[config.mk]
export PLATFORM = sky130hd
export DESIGN_NAME = text_charset_classifier
export DESIGN_NICKNAME = d
export VERILOG_FILES = /design/src/rtl/ccls_pkg.sv /design/src/rtl/ccls_input_stage.sv /design/src/rtl/ccls_scan.sv /design/src/rtl/ccls_result_reg.sv /design/src/rtl/text_charset_classifier.sv
export VERILOG_INCLUDE_DIRS = /design/src /design/src/rtl
export SDC_FILE = /design/constraint.sdc
export NUM_CORES = 1
export LEC_CHECK = 0
export BUFFER_PORTS_ARGS = -buffer_cell sky130_fd_sc_hd__buf_2
export CAP_MARGIN = 20
export CORE_MARGIN = 3
export CORE_UTILIZATION = 30
export CTS_CLUSTER_SIZE = 24
export DETAILED_ROUTE_END_ITERATION = 10
export PLACE_DENSITY = 0.47
export SKIP_LAST_GASP = 1
export SYNTH_ARGS = -nofsm -noshare
export SYNTH_HDL_FRONTEND = slang
export SYNTH_SLANG_ARGS = --single-unit
[constraint.sdc]
create_clock -name clk -period 2.84 [get_ports clk]
set_input_delay 0.568 -clock clk [delete_from_list [all_inputs] [get_ports clk]]
set_output_delay 0.568 -clock clk [all_outputs]
set_load 0.01 [all_outputs]
[src/rtl/assert_macros.svh]
// Assertion helpers shared by the RTL.
`ifndef ASSERT_MACROS_SVH
`define ASSERT_MACROS_SVH

`ifndef SYNTHESIS

// Property checked at every rising clock edge outside reset.
`define ASSERT_ALWAYS(lbl, clk, rst_n, prop, msg) \
    lbl: assert property (@(posedge clk) disable iff (!rst_n) (prop)) \
        else $error(msg);

// Condition in one cycle forces a result in the next cycle.
`define ASSERT_NEXT(lbl, clk, rst_n, ante, cons, msg) \
    lbl: assert property (@(posedge clk) disable iff (!rst_n) (ante) |=> (cons)) \
        else $error(msg);

`else

`define ASSERT_ALWAYS(lbl, clk, rst_n, prop, msg)
`define ASSERT_NEXT(lbl, clk, rst_n, ante, cons, msg)

`endif

`endif

[src/rtl/ccls_pkg.sv]
package ccls_pkg;

    localparam int BYTE_W  = 8;
    localparam int CLASS_W = 3;
    localparam int COUNT_W = 2;

    localparam logic [CLASS_W-1:0] CLASS_GBK     = 3'd0;
    localparam logic [CLASS_W-1:0] CLASS_UTF8    = 3'd1;
    localparam logic [CLASS_W-1:0] CLASS_U16LE   = 3'd2;
    localparam logic [CLASS_W-1:0] CLASS_U16BE   = 3'd3;
    localparam logic [CLASS_W-1:0] CLASS_UNKNOWN = 3'd4;

    localparam logic [BYTE_W-1:0] BYTE_EF    = 8'hEF;
    localparam logic [BYTE_W-1:0] BYTE_BB    = 8'hBB;
    localparam logic [BYTE_W-1:0] BYTE_BF    = 8'hBF;
    localparam logic [BYTE_W-1:0] BYTE_FF    = 8'hFF;
    localparam logic [BYTE_W-1:0] BYTE_FE    = 8'hFE;
    localparam logic [BYTE_W-1:0] LEAD_MIN   = 8'h81;
    localparam logic [BYTE_W-1:0] TRAIL_MIN  = 8'h40;
    localparam logic [BYTE_W-1:0] ASCII_LIM  = 8'd128;

    localparam logic [COUNT_W-1:0] COUNT_ZERO = 2'd0;
    localparam logic [COUNT_W-1:0] COUNT_ONE  = 2'd1;
    localparam logic [COUNT_W-1:0] COUNT_TWO  = 2'd2;
    localparam logic [COUNT_W-1:0] COUNT_FULL = 2'd3;

    // One byte held in the input register.
    typedef struct packed {
        logic              valid;
        logic [BYTE_W-1:0] data;
        logic              last;
    } byte_item_t;

endpackage

[src/rtl/ccls_input_stage.sv]
module ccls_input_stage (
    input  logic                clk,
    input  logic                rst_n,
    input  logic                data_valid,
    input  logic [7:0]          data_byte,
    input  logic                last_byte,
    input  logic                advance,
    output logic                data_stall,
    output ccls_pkg::byte_item_t item
);
    import ccls_pkg::*;

    logic              valid_reg;
    logic              valid_next;
    logic [BYTE_W-1:0] data_reg;
    logic              last_reg;

    // Hold while the registered byte cannot move on.
    assign data_stall = valid_reg && !advance;
    assign valid_next = data_stall ? valid_reg : data_valid;

    always_ff @(posedge clk or negedge rst_n)
    begin
        if (!rst_n)
        begin
            valid_reg <= 1'b0;
        end
        else
        begin
            valid_reg <= valid_next;
        end
    end

    always_ff @(posedge clk)
    begin
        if (data_valid && !data_stall)
        begin
            data_reg <= data_byte;
            last_reg <= last_byte;
        end
    end

    assign item = '{valid: valid_reg, data: data_reg, last: last_reg};

endmodule

[src/rtl/ccls_scan.sv]
module ccls_scan (
    input  logic                 clk,
    input  logic                 rst_n,
    input  ccls_pkg::byte_item_t item,
    input  logic                 advance,
    output logic [2:0]           charset_class
);
    import ccls_pkg::*;

    logic [COUNT_W-1:0] count_reg,  count_next;
    logic [BYTE_W-1:0]  first_reg,  first_next;
    logic [BYTE_W-1:0]  second_reg, second_next;
    logic               mark_reg,   mark_next;
    logic               await_reg,  await_next;
    logic               broken_reg, broken_next;
    logic [BYTE_W-1:0]  b;

    assign b = item.data;

    always_comb
    begin
        count_next  = count_reg;
        first_next  = first_reg;
        second_next = second_reg;
        mark_next   = mark_reg;
        await_next  = await_reg;
        broken_next = broken_reg;

        // file start capture and UTF-8 mark
        unique case (count_reg)
            COUNT_ZERO: first_next  = b;
            COUNT_ONE:  second_next = b;
            COUNT_TWO:  mark_next   = (first_reg == BYTE_EF) && (second_reg == BYTE_BB)
                                      && (b == BYTE_BF);
            default:    ;
        endcase
        if (count_reg != COUNT_FULL)
        begin
            count_next = count_reg + COUNT_ONE;
        end

        // GBK pairing rule; frozen once broken
        if (!broken_reg)
        begin
            if (await_reg)
            begin
                await_next = 1'b0;
                if (!(b >= TRAIL_MIN && b <= BYTE_FE))
                begin
                    broken_next = 1'b1;
                end
            end
            else if (b < ASCII_LIM)
            begin
                // single-byte char
            end
            else if (b >= LEAD_MIN && b <= BYTE_FE)
            begin
                await_next = 1'b1;
            end
            else
            begin
                broken_next = 1'b1;
            end
        end

        if (count_next != COUNT_FULL)
        begin
            charset_class = CLASS_UNKNOWN;
        end
        else if (mark_next)
        begin
            charset_class = CLASS_UTF8;
        end
        else if (first_next == BYTE_FF && second_next == BYTE_FE)
        begin
            charset_class = CLASS_U16LE;
        end
        else if (first_next == BYTE_FE && second_next == BYTE_FF)
        begin
            charset_class = CLASS_U16BE;
        end
        else if (!broken_next && !await_next)
        begin
            charset_class = CLASS_GBK;
        end
        else
        begin
            charset_class = CLASS_UNKNOWN;
        end
    end

    always_ff @(posedge clk or negedge rst_n)
    begin
        if (!rst_n)
        begin
            count_reg  <= COUNT_ZERO;
            first_reg  <= '0;
            second_reg <= '0;
            mark_reg   <= 1'b0;
            await_reg  <= 1'b0;
            broken_reg <= 1'b0;
        end
        else if (advance)
        begin
            if (item.last)
            begin
                count_reg  <= COUNT_ZERO;
                first_reg  <= '0;
                second_reg <= '0;
                mark_reg   <= 1'b0;
                await_reg  <= 1'b0;
                broken_reg <= 1'b0;
            end
            else
            begin
                count_reg  <= count_next;
                first_reg  <= first_next;
                second_reg <= second_next;
                mark_reg   <= mark_next;
                await_reg  <= await_next;
                broken_reg <= broken_next;
            end
        end
    end

endmodule

[src/rtl/ccls_result_reg.sv]
module ccls_result_reg (
    input  logic       clk,
    input  logic       rst_n,
    input  logic       load,
    input  logic [2:0] class_in,
    input  logic       class_stall,
    output logic       class_valid,
    output logic [2:0] charset_class
);
    import ccls_pkg::*;

    logic               valid_reg, valid_next;
    logic [CLASS_W-1:0] class_reg;

    always_comb
    begin
        if (load)
        begin
            valid_next = 1'b1;
        end
        else if (!class_stall)
        begin
            valid_next = 1'b0;
        end
        else
        begin
            valid_next = valid_reg;
        end
    end

    always_ff @(posedge clk or negedge rst_n)
    begin
        if (!rst_n)
        begin
            valid_reg <= 1'b0;
        end
        else
        begin
            valid_reg <= valid_next;
        end
    end

    always_ff @(posedge clk)
    begin
        if (load)
        begin
            class_reg <= class_in;
        end
    end

    assign class_valid   = valid_reg;
    assign charset_class = class_reg;

endmodule

[src/rtl/text_charset_classifier.sv]
// Result: a byte marked last shows its class on the output in the cycle after its transfer.
// Throughput: one byte per cycle; only a stalled result holding back a later last byte stops input.
// The per-byte state update (count, start bytes, GBK pairing) is combinational and sets that rate.
// Reset: rst_n is asynchronous, active low; it empties both registers and clears the scan state.
`include "assert_macros.svh"

module text_charset_classifier (
    input  logic       clk,
    input  logic       rst_n,
    input  logic       data_valid,
    output logic       data_stall,
    input  logic [7:0] data_byte,
    input  logic       last_byte,
    output logic       class_valid,
    input  logic       class_stall,
    output logic [2:0] charset_class
);
    import ccls_pkg::*;

    byte_item_t         item;
    logic               advance;
    logic [CLASS_W-1:0] class_calc;

    // The registered byte moves on unless it is a last byte and the result register is still
    // occupied by a class that is not being taken this cycle. Bytes that give no result
    // always move on, so the output side can only stall input at file boundaries.
    assign advance = item.valid && (!item.last || !class_valid || !class_stall);

    // Input register: one byte of the file and its end flag.
    ccls_input_stage u_input (
        .clk        (clk),
        .rst_n      (rst_n),
        .data_valid (data_valid),
        .data_byte  (data_byte),
        .last_byte  (last_byte),
        .advance    (advance),
        .data_stall (data_stall),
        .item       (item)
    );

    // Per-file state update and class decision, all in one short combinational step.
    ccls_scan u_scan (
        .clk           (clk),
        .rst_n         (rst_n),
        .item          (item),
        .advance       (advance),
        .charset_class (class_calc)
    );

    // Result register: loaded only on the transfer of a last byte.
    ccls_result_reg u_result (
        .clk           (clk),
        .rst_n         (rst_n),
        .load          (advance && item.last),
        .class_in      (class_calc),
        .class_stall   (class_stall),
        .class_valid   (class_valid),
        .charset_class (charset_class)
    );

    // A last byte that moves on always produces a class in the next cycle.
    `ASSERT_NEXT(a_last_gives_class, clk, rst_n, advance && item.last, class_valid,
        "last byte produced no class")

    // Input is held back only for a last byte blocked by a stalled result.
    `ASSERT_ALWAYS(a_stall_cause, clk, rst_n,
        !data_stall || (item.valid && item.last && class_valid && class_stall),
        "input stalled without a blocked result")

    // Only defined class codes leave the block.
    `ASSERT_ALWAYS(a_class_code, clk, rst_n,
        !class_valid || charset_class == CLASS_GBK || charset_class == CLASS_UTF8
        || charset_class == CLASS_U16LE || charset_class == CLASS_U16BE
        || charset_class == CLASS_UNKNOWN,
        "undefined class code on output")

endmodule
==> results.sh <==
export IMPL_status="completed"
export IMPL_placed_area_mm2=0.00174
export IMPL_die_area_mm2=0.00626
export IMPL_required_ps=3060
export IMPL_skew_ps=6.16
export IMPL_clk_insertion_delay_late_ps=280
export IMPL_ys_seq_area_share_pct=58.3
export IMPL_wl_met2_mm=1.66
export IMPL_reg2reg_setup_slack_ps=820
export IMPL_reg2reg_depth=4
export IMPL_irDropWorstVdd_v=0.000264
export IMPL_fmax_ghz=0.495
export IMPL_clkTransAtPathRegs_ps=70
export IMPL_clkSinkCount=35
export IMPL_initial_core_util_pct=32.5
export IMPL_drive_gt1_share_pct=15.9
export IMPL_worst_slew_pin_slew_ps=562
export IMPL_synth_cell_type_count=39
export IMPL_syn_inst=150
export IMPL_place_gp_congestion=0.793
export IMPL_grt_overflow_total=0
export IMPL_total_power_mw=1.21
export IMPL_critPathKind="register to register"
export IMPL_cts_tree="done"
export IMPL_hold_class="input port to asynchronous set/reset pin"
export IMPL_coreArea_mm2=0.00494
export IMPL_cts_resized=0
export IMPL_rsz0062_at_grt="false"
export IMPL_antenna_cells=0
export IMPL_grt_pass1_vias=1226
export IMPL_post_cts_buffers=0
export IMPL_setup_worst_path_start_class="register"
export IMPL_setup_violations=0
export IMPL_drtPass1Iterations=4
export IMPL_cp_data_arrival_time_ps=2240
export IMPL_dieWidth_um=79.1
export IMPL_syn_area_mm2=0.00160
export IMPL_cts_hold_buffers_added=0
export IMPL_fin_crit_sh_pct=71.1
export IMPL_htree_num_levels=2
export IMPL_leakage_nw=0.740
export IMPL_nFillCells=526
export IMPL_syn_avg_cell_area_um2=10.7
export IMPL_r2r_end="u_scan.second_reg[0]"
export IMPL_dr_total_vias=1220
export IMPL_design_area_mm2=0.00182
export IMPL_yosys_register_bits=35
export IMPL_ant_nets=0
export IMPL_slew_violations=0
export IMPL_cap_violations=0
export IMPL_cpMaxStageDelayCell="edfxtp_1"
export IMPL_areaGrowthSynthToFinish_pct=13.7
export IMPL_ys_warn_count=0
export IMPL_route_top_layer_used="met4"
export IMPL_io_buffers=17
export IMPL_min_period_ps=2020
export IMPL_wl_met3_um=177
export IMPL_antenna_found_initial=0
export IMPL_end_kind="register"
export IMPL_r2r_start="u_input.last_reg"
export IMPL_numCtsBuffers=5
export IMPL_grt_pass1_wl_mm=6.28
export IMPL_die_y_um=79.1
export IMPL_fin_nets=182
export IMPL_cp_cell_sequence="nand3_1 > nand2_1 > nor3_1 > a22o_1"
export IMPL_rows=25
export IMPL_clockBufferDepth=2
export IMPL_grt_max_degree=24
export IMPL_power_density_mw_per_mm2=664
export IMPL_hold_viol=0
export IMPL_first_iter_violations=131
export IMPL_slowest_delay_ps=620
export IMPL_wl_per_cell_um=15.2
export IMPL_maxSlewHeadroom_pct=62.5
export IMPL_drc=0
export IMPL_dp_hpwl_mm=2.65
export IMPL_boundaryPins=18
export IMPL_drt_vias_per_instance=5.15
export IMPL_finalSetupTns_ps=0
export IMPL_wirelength_mm=3.61
export IMPL_routedLengthMet1_mm=1.73
export IMPL_critPathMaxFanout=19
export IMPL_synth_fp_nets=163
export IMPL_root_buffer="clkbuf_8"
export IMPL_grt_use_total_pct=13.0
==> placed cells by master, fill, tap and decap left out, types with 2 or more instances in the layout <==
master | synthesis | layout
o21ai_0 | 14 | 14
nor2_1 | 6 | 6
buf_2 | 2 | 17
and2b_1 | 2 | 2
clkinv_1 | 0 | 2
nor3b_1 | 2 | 2
nor4_1 | 3 | 3
nand3_1 | 7 | 7
a22o_1 | 4 | 4
inv_1 | 5 | 5
nand4_1 | 3 | 3
and2_1 | 3 | 3
nor3_1 | 3 | 3
o31a_1 | 2 | 2
edfxtp_1 | 12 | 12
clkbuf_8 | 0 | 5
nand2_1 | 23 | 23
a22oi_1 | 12 | 12
o22ai_1 | 2 | 2
dfrtp_1 | 23 | 23
==> report_power, final <==
part	switching [mW]	internal (mW)
clock network	0.166	0.167
registers	0.0859	0.599
logic	0.108	0.0840
total	0.360	0.850
==> synthesized netlist by cell type <==
cell type / count / area share [%]
o21ai_2: 1 / 0.55
a21oi_1: 1 / 0.31
o21ai_1: 1 / 0.31
buf_2: 2 / 0.62
nor3_1: 3 / 0.94
xor2_1: 1 / 0.55
o41ai_1: 1 / 0.55
o31ai_1: 1 / 0.47
nand2_1: 23 / 5.4
o31a_1: 2 / 1.1
buf_6: 1 / 0.70
nor2_1: 6 / 1.4
a21o_1: 1 / 0.47
inv_1: 5 / 1.2
a22o_2: 1 / 0.62
nand2b_1: 1 / 0.39
and2b_1: 2 / 0.94
o22ai_1: 2 / 0.78
and3_1: 1 / 0.39
and2_1: 3 / 1.2
o21ai_0: 14 / 4.4
clkbuf_1: 2 / 0.47
edfxtp_1: 12 / 22
o211ai_1: 1 / 0.47
or4_1: 1 / 0.47
nor3b_1: 2 / 0.94
nand3_1: 7 / 2.2
or4_4: 1 / 0.70
nor2_4: 1 / 0.70
a22oi_1: 12 / 5.6
or2_2: 1 / 0.39
nor4b_1: 1 / 0.55
and4_1: 1 / 0.55
dfrtp_1: 23 / 36
nand4_1: 3 / 1.2
nor4_1: 3 / 1.2
nand3b_1: 1 / 0.47
a211oi_1: 1 / 0.47
a22o_1: 4 / 2.2
==> area by class of cell <==
cell class              count  area, um^2  area share, %
clock buffers               6        72.6           3.98
clock inverters             2        7.51          0.412
inverters                   5        18.8           1.03
multi-input cells         105         621           34.0
flip-flops and latches     35         936           51.3
well taps                  67        83.8           4.60
repair buffers             17        85.1           4.66
==> routing by layer <==
layer / track usage, % / up-vias
li1: - / 595
met1: 18.3 / 587
met2: 19.4 / 32
met3: 3.51 / 6
met4: 4.12 / 0
met5: 0 / -
==> kinds of logic (layout without fill, tap and decap cells) <==
logic type / after synthesis / count (layout) / share of synthesized area (%)
AND/OR/NAND/NOR: 61 / 61 / 19.9
AO/OA/AOI/OAI: 43 / 43 / 18.3
flip-flops: 35 / 35 / 58.3
buffers and inverters: 10 / 30 / 2.96
XOR/XNOR: 1 / 1 / 0.546
==> per-stage QoR <==
stage	worst slack (ps)	utilization [%]	cells	hold slack, ps
2_1_floorplan	1240	-	150	272
3_3_place_gp	899	35.3	229	481
3_5_place_dp	840	35.3	229	484
4_1_cts	830	36.9	237	271
5_1_grt	587	36.9	237	287
6_report	820	36.9	237	255
==> critical path, delay by kind of cell, from the launching register on <==
family	cells	cell delay (ps)
compound gates	1	230
simple gates	3	1100
flops	1	620
==> worst max-delay path by stage <==
stage / end / from / cells after the start
after floorplan: u_result.charset_class[2] / u_input.data_reg[1] / 5
after CTS: u_scan.second_reg[1] / u_input.last_reg / 4
after detailed placement: u_scan.second_reg[1] / u_input.last_reg / 4
after global placement: u_scan.second_reg[1] / u_input.last_reg / 4
final: u_scan.second_reg[0] / u_input.last_reg / 4
after global routing: u_scan.second_reg[1] / u_input.last_reg / 4
Power figures use the tool's default switching activity.
